File: src/hdl/dq_pkg.sv
// ----------------------------------------------------------------------------
// dq_pkg
// Shared widths, operation codes and status codes for the double-ended queue.
// ----------------------------------------------------------------------------
`default_nettype none

package dq_pkg;

   localparam int WORD_W        = 32;
   localparam int KIND_W        = 3;
   localparam int STATUS_W      = 2;
   localparam int DEPTH_DEFAULT = 16;

   // operation codes carried in the request tuser
   localparam logic [KIND_W-1:0] KIND_PUSH_FRONT = 3'd0;
   localparam logic [KIND_W-1:0] KIND_PUSH_BACK  = 3'd1;
   localparam logic [KIND_W-1:0] KIND_POP_FRONT  = 3'd2;
   localparam logic [KIND_W-1:0] KIND_POP_BACK   = 3'd3;
   localparam logic [KIND_W-1:0] KIND_LIST       = 3'd4;

   // result status codes carried in the response tuser
   localparam logic [STATUS_W-1:0] STAT_OK    = 2'd0;
   localparam logic [STATUS_W-1:0] STAT_EMPTY = 2'd1;
   localparam logic [STATUS_W-1:0] STAT_FULL  = 2'd2;

endpackage

`default_nettype wire

File: src/hdl/dq_ring.sv
// ----------------------------------------------------------------------------
// dq_ring
// Ring storage: one write port, one read port, registered read data.
// ----------------------------------------------------------------------------
`default_nettype none

module dq_ring #(
   parameter int DEPTH = dq_pkg::DEPTH_DEFAULT
) (
   input  wire                                clock,
   input  wire                                wr_en,
   input  wire  [$clog2(DEPTH)-1:0]           wr_addr,
   input  wire  signed [dq_pkg::WORD_W-1:0]   wr_data,
   input  wire                                rd_en,
   input  wire  [$clog2(DEPTH)-1:0]           rd_addr,
   output logic signed [dq_pkg::WORD_W-1:0]   rd_data
);

   logic signed [dq_pkg::WORD_W-1:0] mem_ff [DEPTH];
   logic signed [dq_pkg::WORD_W-1:0] rd_data_ff;

   always_ff @(posedge clock) begin
      if (wr_en) begin
         mem_ff[wr_addr] <= wr_data;
      end
   end

   // read data holds until the next read
   always_ff @(posedge clock) begin
      if (rd_en) begin
         rd_data_ff <= mem_ff[rd_addr];
      end
   end

   assign rd_data = rd_data_ff;

endmodule

`default_nettype wire

File: src/hdl/double_ended_queue.sv
// ----------------------------------------------------------------------------
// double_ended_queue
// Bounded deque of signed words in a ring memory with front pointer and count.
// ----------------------------------------------------------------------------
// A single result waits in S_EMIT, and the first listed element in S_LIST,
//   until the output register is free (the ring read of a pop or listing
//   overlaps accept). Requests are taken only in S_IDLE, so a new item waits
//   until the last result is loaded; a listing streams its elements from the
//   single read port. Unused kind codes are accepted and dropped without a result.
// Reset (synchronous, active high) empties the queue; ring contents are kept.
`default_nettype none

module double_ended_queue #(
   parameter int DEPTH = dq_pkg::DEPTH_DEFAULT
) (
   input  wire                                clock,
   input  wire                                reset,
   // request channel
   input  wire                                req_tvalid,
   output logic                               req_tready,
   input  wire  signed [dq_pkg::WORD_W-1:0]   req_tdata,   // [31:0] value
   input  wire  [dq_pkg::KIND_W-1:0]          req_tuser,   // [2:0] kind
   // response channel
   output logic                               rsp_tvalid,
   input  wire                                rsp_tready,
   output logic signed [dq_pkg::WORD_W-1:0]   rsp_tdata,   // [31:0] element
   output logic [dq_pkg::STATUS_W-1:0]        rsp_tuser,   // [1:0] status
   output logic                               rsp_tlast
);

   localparam int IDX_W = $clog2(DEPTH);
   localparam int CNT_W = $clog2(DEPTH + 1);
   localparam int SUM_W = CNT_W + 1;

   // sequencer states
   localparam logic [1:0] S_IDLE = 2'd0;
   localparam logic [1:0] S_EMIT = 2'd1;   // single result pending
   localparam logic [1:0] S_LIST = 2'd2;   // streaming a listing

   logic [1:0]       state_ff, state_in;
   logic [IDX_W-1:0] front_ff, front_in;
   logic [CNT_W-1:0] count_ff, count_in;
   logic [IDX_W-1:0] idx_ff, idx_in;           // listing position being output
   logic [dq_pkg::STATUS_W-1:0] pend_stat_ff, pend_stat_in;
   logic             sel_mem_ff, sel_mem_in;   // pending element comes from ring

   logic                              rsp_valid_ff, rsp_valid_in;
   logic signed [dq_pkg::WORD_W-1:0]  rsp_data_ff, rsp_data_in;
   logic [dq_pkg::STATUS_W-1:0]       rsp_user_ff, rsp_user_in;
   logic                              rsp_last_ff, rsp_last_in;

   // ring port
   logic                              wr_en, rd_en;
   logic [IDX_W-1:0]                  slot_addr;
   logic signed [dq_pkg::WORD_W-1:0]  rd_data;

   // address path
   logic [CNT_W-1:0] offset;
   logic [SUM_W-1:0] slot_sum;
   logic [SUM_W-1:0] slot_wrap;
   logic [IDX_W-1:0] front_next;
   logic [CNT_W-1:0] lst_next;
   logic             out_free;
   logic             req_acc;
   logic             is_full, is_empty;

   assign req_tready = (state_ff == S_IDLE);
   assign req_acc    = req_tvalid && req_tready;
   assign out_free   = !rsp_valid_ff || rsp_tready;
   assign is_full    = (count_ff == CNT_W'(DEPTH));
   assign is_empty   = (count_ff == '0);
   assign lst_next   = CNT_W'(idx_ff) + CNT_W'(1);

   // offset from the front for the one ring access of this cycle
   always_comb begin
      offset = '0;
      if (state_ff == S_LIST) begin
         offset = lst_next;
      end else begin
         unique case (req_tuser)
            dq_pkg::KIND_PUSH_FRONT: offset = CNT_W'(DEPTH - 1);
            dq_pkg::KIND_PUSH_BACK:  offset = count_ff;
            dq_pkg::KIND_POP_BACK:   offset = count_ff - CNT_W'(1);
            default:                 offset = '0;
         endcase
      end
   end

   // (front + offset) mod DEPTH; sum stays below 2*DEPTH whenever the ring is accessed
   assign slot_sum  = SUM_W'(front_ff) + SUM_W'(offset);
   assign slot_wrap = (slot_sum >= SUM_W'(DEPTH)) ? (slot_sum - SUM_W'(DEPTH)) : slot_sum;
   assign slot_addr = slot_wrap[IDX_W-1:0];

   assign front_next = (front_ff == IDX_W'(DEPTH - 1)) ? '0 : (front_ff + IDX_W'(1));

   always_comb begin
      state_in     = state_ff;
      front_in     = front_ff;
      count_in     = count_ff;
      idx_in       = idx_ff;
      pend_stat_in = pend_stat_ff;
      sel_mem_in   = sel_mem_ff;
      rsp_valid_in = rsp_valid_ff;
      rsp_data_in  = rsp_data_ff;
      rsp_user_in  = rsp_user_ff;
      rsp_last_in  = rsp_last_ff;
      wr_en        = 1'b0;
      rd_en        = 1'b0;

      if (rsp_tready) begin
         rsp_valid_in = 1'b0;
      end

      unique case (state_ff)
         S_IDLE: begin
            if (req_acc) begin
               unique case (req_tuser)
                  dq_pkg::KIND_PUSH_FRONT, dq_pkg::KIND_PUSH_BACK: begin
                     sel_mem_in = 1'b0;
                     state_in   = S_EMIT;
                     if (is_full) begin
                        pend_stat_in = dq_pkg::STAT_FULL;
                     end else begin
                        pend_stat_in = dq_pkg::STAT_OK;
                        wr_en        = 1'b1;
                        count_in     = count_ff + CNT_W'(1);
                        if (req_tuser == dq_pkg::KIND_PUSH_FRONT) begin
                           front_in = slot_addr;
                        end
                     end
                  end
                  dq_pkg::KIND_POP_FRONT, dq_pkg::KIND_POP_BACK: begin
                     state_in = S_EMIT;
                     if (is_empty) begin
                        pend_stat_in = dq_pkg::STAT_EMPTY;
                        sel_mem_in   = 1'b0;
                     end else begin
                        pend_stat_in = dq_pkg::STAT_OK;
                        sel_mem_in   = 1'b1;
                        rd_en        = 1'b1;
                        count_in     = count_ff - CNT_W'(1);
                        if (req_tuser == dq_pkg::KIND_POP_FRONT) begin
                           front_in = front_next;
                        end
                     end
                  end
                  dq_pkg::KIND_LIST: begin
                     if (is_empty) begin
                        pend_stat_in = dq_pkg::STAT_EMPTY;
                        sel_mem_in   = 1'b0;
                        state_in     = S_EMIT;
                     end else begin
                        rd_en    = 1'b1;       // fetch the front element
                        idx_in   = '0;
                        state_in = S_LIST;
                     end
                  end
                  default: begin
                     // unused codes: dropped without a result
                  end
               endcase
            end
         end
         S_EMIT: begin
            if (out_free) begin
               rsp_valid_in = 1'b1;
               rsp_user_in  = pend_stat_ff;
               rsp_data_in  = sel_mem_ff ? rd_data : '0;
               rsp_last_in  = 1'b1;
               state_in     = S_IDLE;
            end
         end
         S_LIST: begin
            if (out_free) begin
               rsp_valid_in = 1'b1;
               rsp_user_in  = dq_pkg::STAT_OK;
               rsp_data_in  = rd_data;
               rsp_last_in  = (lst_next == count_ff);
               if (lst_next == count_ff) begin
                  state_in = S_IDLE;
               end else begin
                  // next element read overlaps the output load
                  rd_en  = 1'b1;
                  idx_in = lst_next[IDX_W-1:0];
               end
            end
         end
         default: begin
            state_in = S_IDLE;
         end
      endcase
   end

   always_ff @(posedge clock) begin
      if (reset) begin
         state_ff     <= S_IDLE;
         front_ff     <= '0;
         count_ff     <= '0;
         rsp_valid_ff <= 1'b0;
      end else begin
         state_ff     <= state_in;
         front_ff     <= front_in;
         count_ff     <= count_in;
         rsp_valid_ff <= rsp_valid_in;
      end
   end

   always_ff @(posedge clock) begin
      idx_ff       <= idx_in;
      pend_stat_ff <= pend_stat_in;
      sel_mem_ff   <= sel_mem_in;
      rsp_data_ff  <= rsp_data_in;
      rsp_user_ff  <= rsp_user_in;
      rsp_last_ff  <= rsp_last_in;
   end

   dq_ring #(
      .DEPTH (DEPTH)
   ) u_ring (
      .clock   (clock),
      .wr_en   (wr_en),
      .wr_addr (slot_addr),
      .wr_data (req_tdata),
      .rd_en   (rd_en),
      .rd_addr (slot_addr),
      .rd_data (rd_data)
   );

   assign rsp_tvalid = rsp_valid_ff;
   assign rsp_tdata  = rsp_data_ff;
   assign rsp_tuser  = rsp_user_ff;
   assign rsp_tlast  = rsp_last_ff;

endmodule

`default_nettype wire

File: config.mk
export PLATFORM = sky130hd
export DESIGN_NAME = double_ended_queue
export DESIGN_NICKNAME = d
export VERILOG_FILES = /design/src/hdl/dq_pkg.sv /design/src/hdl/dq_ring.sv /design/src/hdl/double_ended_queue.sv
export SDC_FILE = /design/constraint.sdc
export NUM_CORES = 1
export LEC_CHECK = 0
export BUFFER_PORTS_ARGS = -buffer_cell sky130_fd_sc_hd__buf_2
export CORE_ASPECT_RATIO = 0.5
export CORE_MARGIN = 8
export CORE_UTILIZATION = 40
export DETAILED_ROUTE_END_ITERATION = 16
export PLACE_DENSITY = 0.66
export RECOVER_POWER = 50
export SETUP_SLACK_MARGIN = 0.05
export SYNTH_ARGS = -nofsm -noshare
export SYNTH_HDL_FRONTEND = slang
export SYNTH_SLANG_ARGS = --single-unit
File: constraint.sdc
create_clock -name clock -period 8 [get_ports clock]
set_clock_uncertainty 0.15 [all_clocks]
set_input_delay 0.4 -clock clock [delete_from_list [all_inputs] [get_ports clock]]
set_output_delay 0.4 -clock clock [all_outputs]
set_load 0.005 [all_outputs]
---- Word level (Yosys, flattened, before mapping) ----
Memory sizes are Yosys's and may differ from the RTL's. A register that Yosys moved wholly into a read port is not among the register bits.
Cells that the tools add are included.
storage, ports and cells
  flip-flop bits (word level) ............. 54
  RAM bits ................................ 512
  input port bits ......................... 39
  output and inout bits ................... 37
  memories ................................ 1
operators by class
  $add $sub $neg .......................... 6
  $lt $le $gt $ge ......................... 1
  eq/ne operators ......................... 22
  mux-type cells .......................... 55
  reduce and logical (&&, ||, !) cells .... 21
memories
  name           depth  width  read ports  clocked after Yosys merged registers in  write ports  RTL line       text
  u_ring.mem_ff  16     32     1           1                                        1            dq_ring.sv:19  logic signed [dq_pkg::WORD_W-1:0] mem_ff [DEPTH];
operators by type and width
  kind                                                               number
  2-to-1 mux 32 bit                                                  3
  one-hot mux 32 bit (2 select lines)                                1
  2-to-1 mux 4 bit                                                   11
  2-to-1 mux 1 bit                                                   18
  inequality test 2 bit, second input constant                       9
  2-to-1 mux 2 bit                                                   8
  one-hot mux 4 bit (2 select lines)                                 2
  2-to-1 mux 5 bit                                                   3
  one-hot mux 5 bit (3 select lines)                                 1
  one-hot mux 2 bit (3 select lines)                                 2
  one-hot mux 5 bit (2 select lines)                                 1
  AND reduction 5 bit                                                2
  one-hot mux 2 bit (2 select lines)                                 2
  AND reduction 7 bit                                                1
  adder 4 x 5 -> 6 bit                                               1
  == test 3 x 2 -> 1 bit, second input constant                      2
  greater-or-equal comparator 6 x 5 -> 1 bit, second input constant  1
  inequality test 2 x 1 -> 1 bit, second input constant              3
  AND reduction 6 bit                                                1
  nonzero test 2 bit                                                 3
  OR reduction 2 bit                                                 3
  adder 4 x 1 -> 5 bit, second input constant                        1
  adder 5 x 1 -> 5 bit, second input constant                        1
  == test 5 bit                                                      1
  23 further kinds                                                   24

---- Longest topological paths before layout ----
  depth after elaboration ................. 9
  mapped depth ............................ 14
  depth with buffers taken out ............ 11

---- Hierarchy ----
A second synthesis with hierarchy kept.
unflattened totals
  cells, all modules ...................... 1092
  area total of the unflattened synthesis .. 22947.0 µm²
modules (own cells, without submodules)
  module              times used  cells each  area each (µm²)
  dq_ring             1           838         20155.6
  double_ended_queue  1           254         2791.4

---- Least setup slack after synthesis ----
Ideal clock, no wire load.
  path kind ............................... register to register
  start point ............................. register state_ff[0]
  end point ............................... memory u_ring.mem_ff[10][0] in the netlist's numbering, enable pin
  setup time .............................. 0.461 ns
  data arrival time ....................... 5.105 ns
  required time ........................... 7.389 ns
  path slack .............................. 2.284 ns
  cell stages (with the launch flop) ...... 14
  period minus slack after synthesis ...... 5.716 ns
  cell sequence ........................... dfxtp_1 inv_1 ha_1 clkbuf_1 nor2_1 a21o_1 ha_1 inv_1 fa_1 clkbuf_1 clkbuf_1 buf_1 or3b_2 nor3_1
on the way
  longest elaborated chain between the ends .. 6
  elaborated cells between the ends (all ways) .. 12
  classes of those cells .................. add/sub: 2; order compare: 1; eq/ne: 1; mux: 6; reduce/logical: 2
ends and longest elaborated chain
  what                                                                          RTL line                   text
  from (decl)                                                                   double_ended_queue.sv:40   logic [1:0] state_ff, state_in;
  from (signal assigned)                                                        double_ended_queue.sv:201  state_ff <= state_in;
  parallel branches: the longest is 6 deep, another holds adder 4 x 5 -> 6 bit  --
  to (decl)                                                                     dq_ring.sv:19
Several ways; the timed one is not identified.

---- Final worst setup path ----
  start point ............................. register state_ff[0]
  end point ............................... memory u_ring.mem_ff[2][23] in the netlist's numbering, enable pin
Same word-level chain as after synthesis.

==> run summary <==
status: complete, but fails checks
failing checks: max-capacitance violations, max-slew violations
Final nets: 1178
# rows: 62
final count of negative-setup-slack endpoints: 0
unrepaired setup endpoints after global routing: false
pwr/cell area: 261.4 mW/mm²
share of layout cells above drive strength 1: 0.2575
Post-CTS Resized: 0
syn_nets: 1060
min Tclk post-route: 5203 ps
most common cell in the netlist: edfxtp_1
sequential power share: 0.521
Synth Warn #: 0
cells after synthesis: 1010
port bufs: 75
sequential-to-total area share from yosys stat: 0.7763
synth top area cells: edfxtp_1, mux4_2, dfxtp_1
core area: 0.05709 mm²
mapped cell area: 0.02298 mm²
syn avg cell area: 22.75 µm²
Slew Limit Fails: 69
drt total wl: 47690 µm
CP peak stage delay: 950 ps
main flop type after synthesis: edfxtp_1
Worst Path Required: 8060 ps
hold depth: 3
Worst EP arrival: 5270 ps
die area: 0.06583 mm²
global router's overall resource usage: 0.1443
Leakage: 8.106 nW
number of global-route vias before repair: 11130
Initial Util: 0.4024
hold_ws: 77.02 ps
CTS tree: built
antenna violations before repair: 0
die height: 185.5 µm
DRC errors left: 0
Place WS: 2831 ps
CTS Buf Count: 56
Sw Share: 0.2208
Max Freq: 0.1922 GHz
CTS H-tree lvls: 2
clk buf depth: 3
crit path kind: flip-flop to flip-flop
Clock Latency Late Sink: 580 ps
DP HPWL: 24960 µm
period utilization: 0.6503
internal power: 5.330 mW
worst-path fanout max: 51
critical path's slowest cell: fa_4
setup_tns: 0 ps
hold crit path type: primary input to flip-flop
largest net degree at the start of global routing: 81
DR WL/cell: 24.57 µm
CP Launch Type: flip-flop
flops & latches, synth: 598
Slew @ Worst Pin: 2955 ps
chip width: 354.9 µm
clk slew on worst S/H paths: 60 ps
Peak VDD IR: 0.1566 mV
area growth from synthesis to layout: 13.89%
Final Hold Violating Endpoints: 0
ANT cells: 0
Synth cell types: 45
Comb pwr share: 0.105
I/O pin total: 76
Avg Vias per Cell: 5.428
EDFF count, synth: 586
clock network fraction of total power: 0.373
Placer Congestion: 0.7677
grt total ovfl: 0
setup repair bufs after CTS: 0
Final Util: 0.4583
FFs w/ async S/R, synth: 0
FF-to-FF path depth: 11
# Max-Cap Violations: 2
Synth top area share: 0.7658
Net Sw Power: 1.511 mW
critical path, cell by cell: inv_1 > ha_1 > nor2b_1 > a21o_1 > ha_4 > inv_1 > fa_4 > buf_4 > or3b_2 > nor3_2 > buf_4
global-route wire length before repair: 71730 µm
cell accounting for the most synthesized area: edfxtp_1
Relative slew margins: -0.9703
Root Driver: clkbuf_16
DR iter-0 viols: 1076
Synth top cells by count: edfxtp_1, mux4_2, clkbuf_1, nor2b_1, nor2_1
worst setup margin: 2797 ps
clk sink count: 598
crit path capture type: flip-flop
Routed Antenna Nets: 0
Via Count: 10540
router iterations before antenna repair: 5
kinds of logic (layout without fill, tap and decap cells):
logic type | after synthesis | count (layout) | synth area share
xor gates and xnor gates | 18 | 18 | 0.007678
buffers and inverters | 60 | 223 | 0.01122
muxes | 162 | 162 | 0.1577
adders and majority gates | 11 | 11 | 0.006317
DFF | 598 | 598 | 0.7763
AOI/OAI and AO/OA | 45 | 45 | 0.01334
and+or+nand+nor | 116 | 116 | 0.02745
flip-flops by register name, indices dropped and copies added (netlist names), 2 cells and up:
name and flops:
pend_stat_ff 2, count_ff 5, front_ff 4, rsp_tdata 32
u_ring.rd_data 32, state_ff 2, idx_ff 4, rsp_tuser 2
u_ring.mem_ff 512
layout make-up:
cell class	instances	area [µm²]
Sequential cell	598	17840
Inverter	11	41.29
Fill cell	4680	30930
Clock inverter	34	300.3
Multi-Input combinational cell	352	5016
Clock buffer	69	1450
Timing Repair Buffer	109	561.8
Tap cell	768	960.9
per-layer routing:
metal,track usage,vias to the layer above,routed length [µm]
li1,-,4476,-
met3,0.02245,45,2780
met1,0.1971,5682,20430
met2,0.2488,333,23940
met5,0,-,0
met4,0.02753,0,542
placed cells by master, fill, tap and decap left out, types with 13 or more instances in the layout:
cell | synthesis | layout
clkinv_1 | 0 | 13
nand2_1 | 13 | 13
nor2_1 | 20 | 19
clkbuf_16 | 0 | 56
nor3_2 | 0 | 16
nor2b_1 | 37 | 37
clkbuf_1 | 38 | 80
edfxtp_1 | 586 | 586
buf_4 | 1 | 30
mux4_2 | 160 | 160
power groups by stage:
| stage | logic (mW) | clock network [mW] | registers, mW |
|---|---|---|---|
| floorplan | 0.507 | 0 | 3.63 |
| global placement | 0.725 | 0 | 3.62 |
| detailed placement | 0.746 | 0 | 3.63 |
| CTS | 0.750 | 2.60 | 3.56 |
| global route | 0.777 | 2.72 | 3.57 |
| finish | 0.722 | 2.55 | 3.57 |
per-stage QoR:
stage	instances	area, µm²	total power [mW]
2_1_floorplan	1010	22980	4.137
6_report	1941	26170	6.841
3_3_place_gp	1836	24480	4.349
3_5_place_dp	1836	24480	4.374
4_1_cts	1941	26260	6.908
5_1_grt	1941	26170	7.074
critical path: cells and delay by family (launching register included):
| family | cells | cell delay (ps) |
|---|---|---|
| flops | 1 | 330 |
| fa+ha+maj | 3 | 1640 |
| buf+inv | 4 | 1220 |
| simple gates | 3 | 1280 |
| compound gates | 1 | 160 |
worst paths after layout:
kind | startpoint | to | slack, ps
max reg2reg | state_ff[0] | u_ring.mem_ff[2][23] | 2800
max | state_ff[0] | u_ring.mem_ff[2][23] | 2800
min | req_tuser[2] | state_ff[1] | 80
min reg2reg | state_ff[1] | state_ff[1] | 350
repair_timing:
action                                 4_1_cts  5_1_grt
setup endpoints to repair                    0        0
hold buffers                                 2        0
endpoints found under the hold margin        5        0
(Power assumes the default switching activity.)
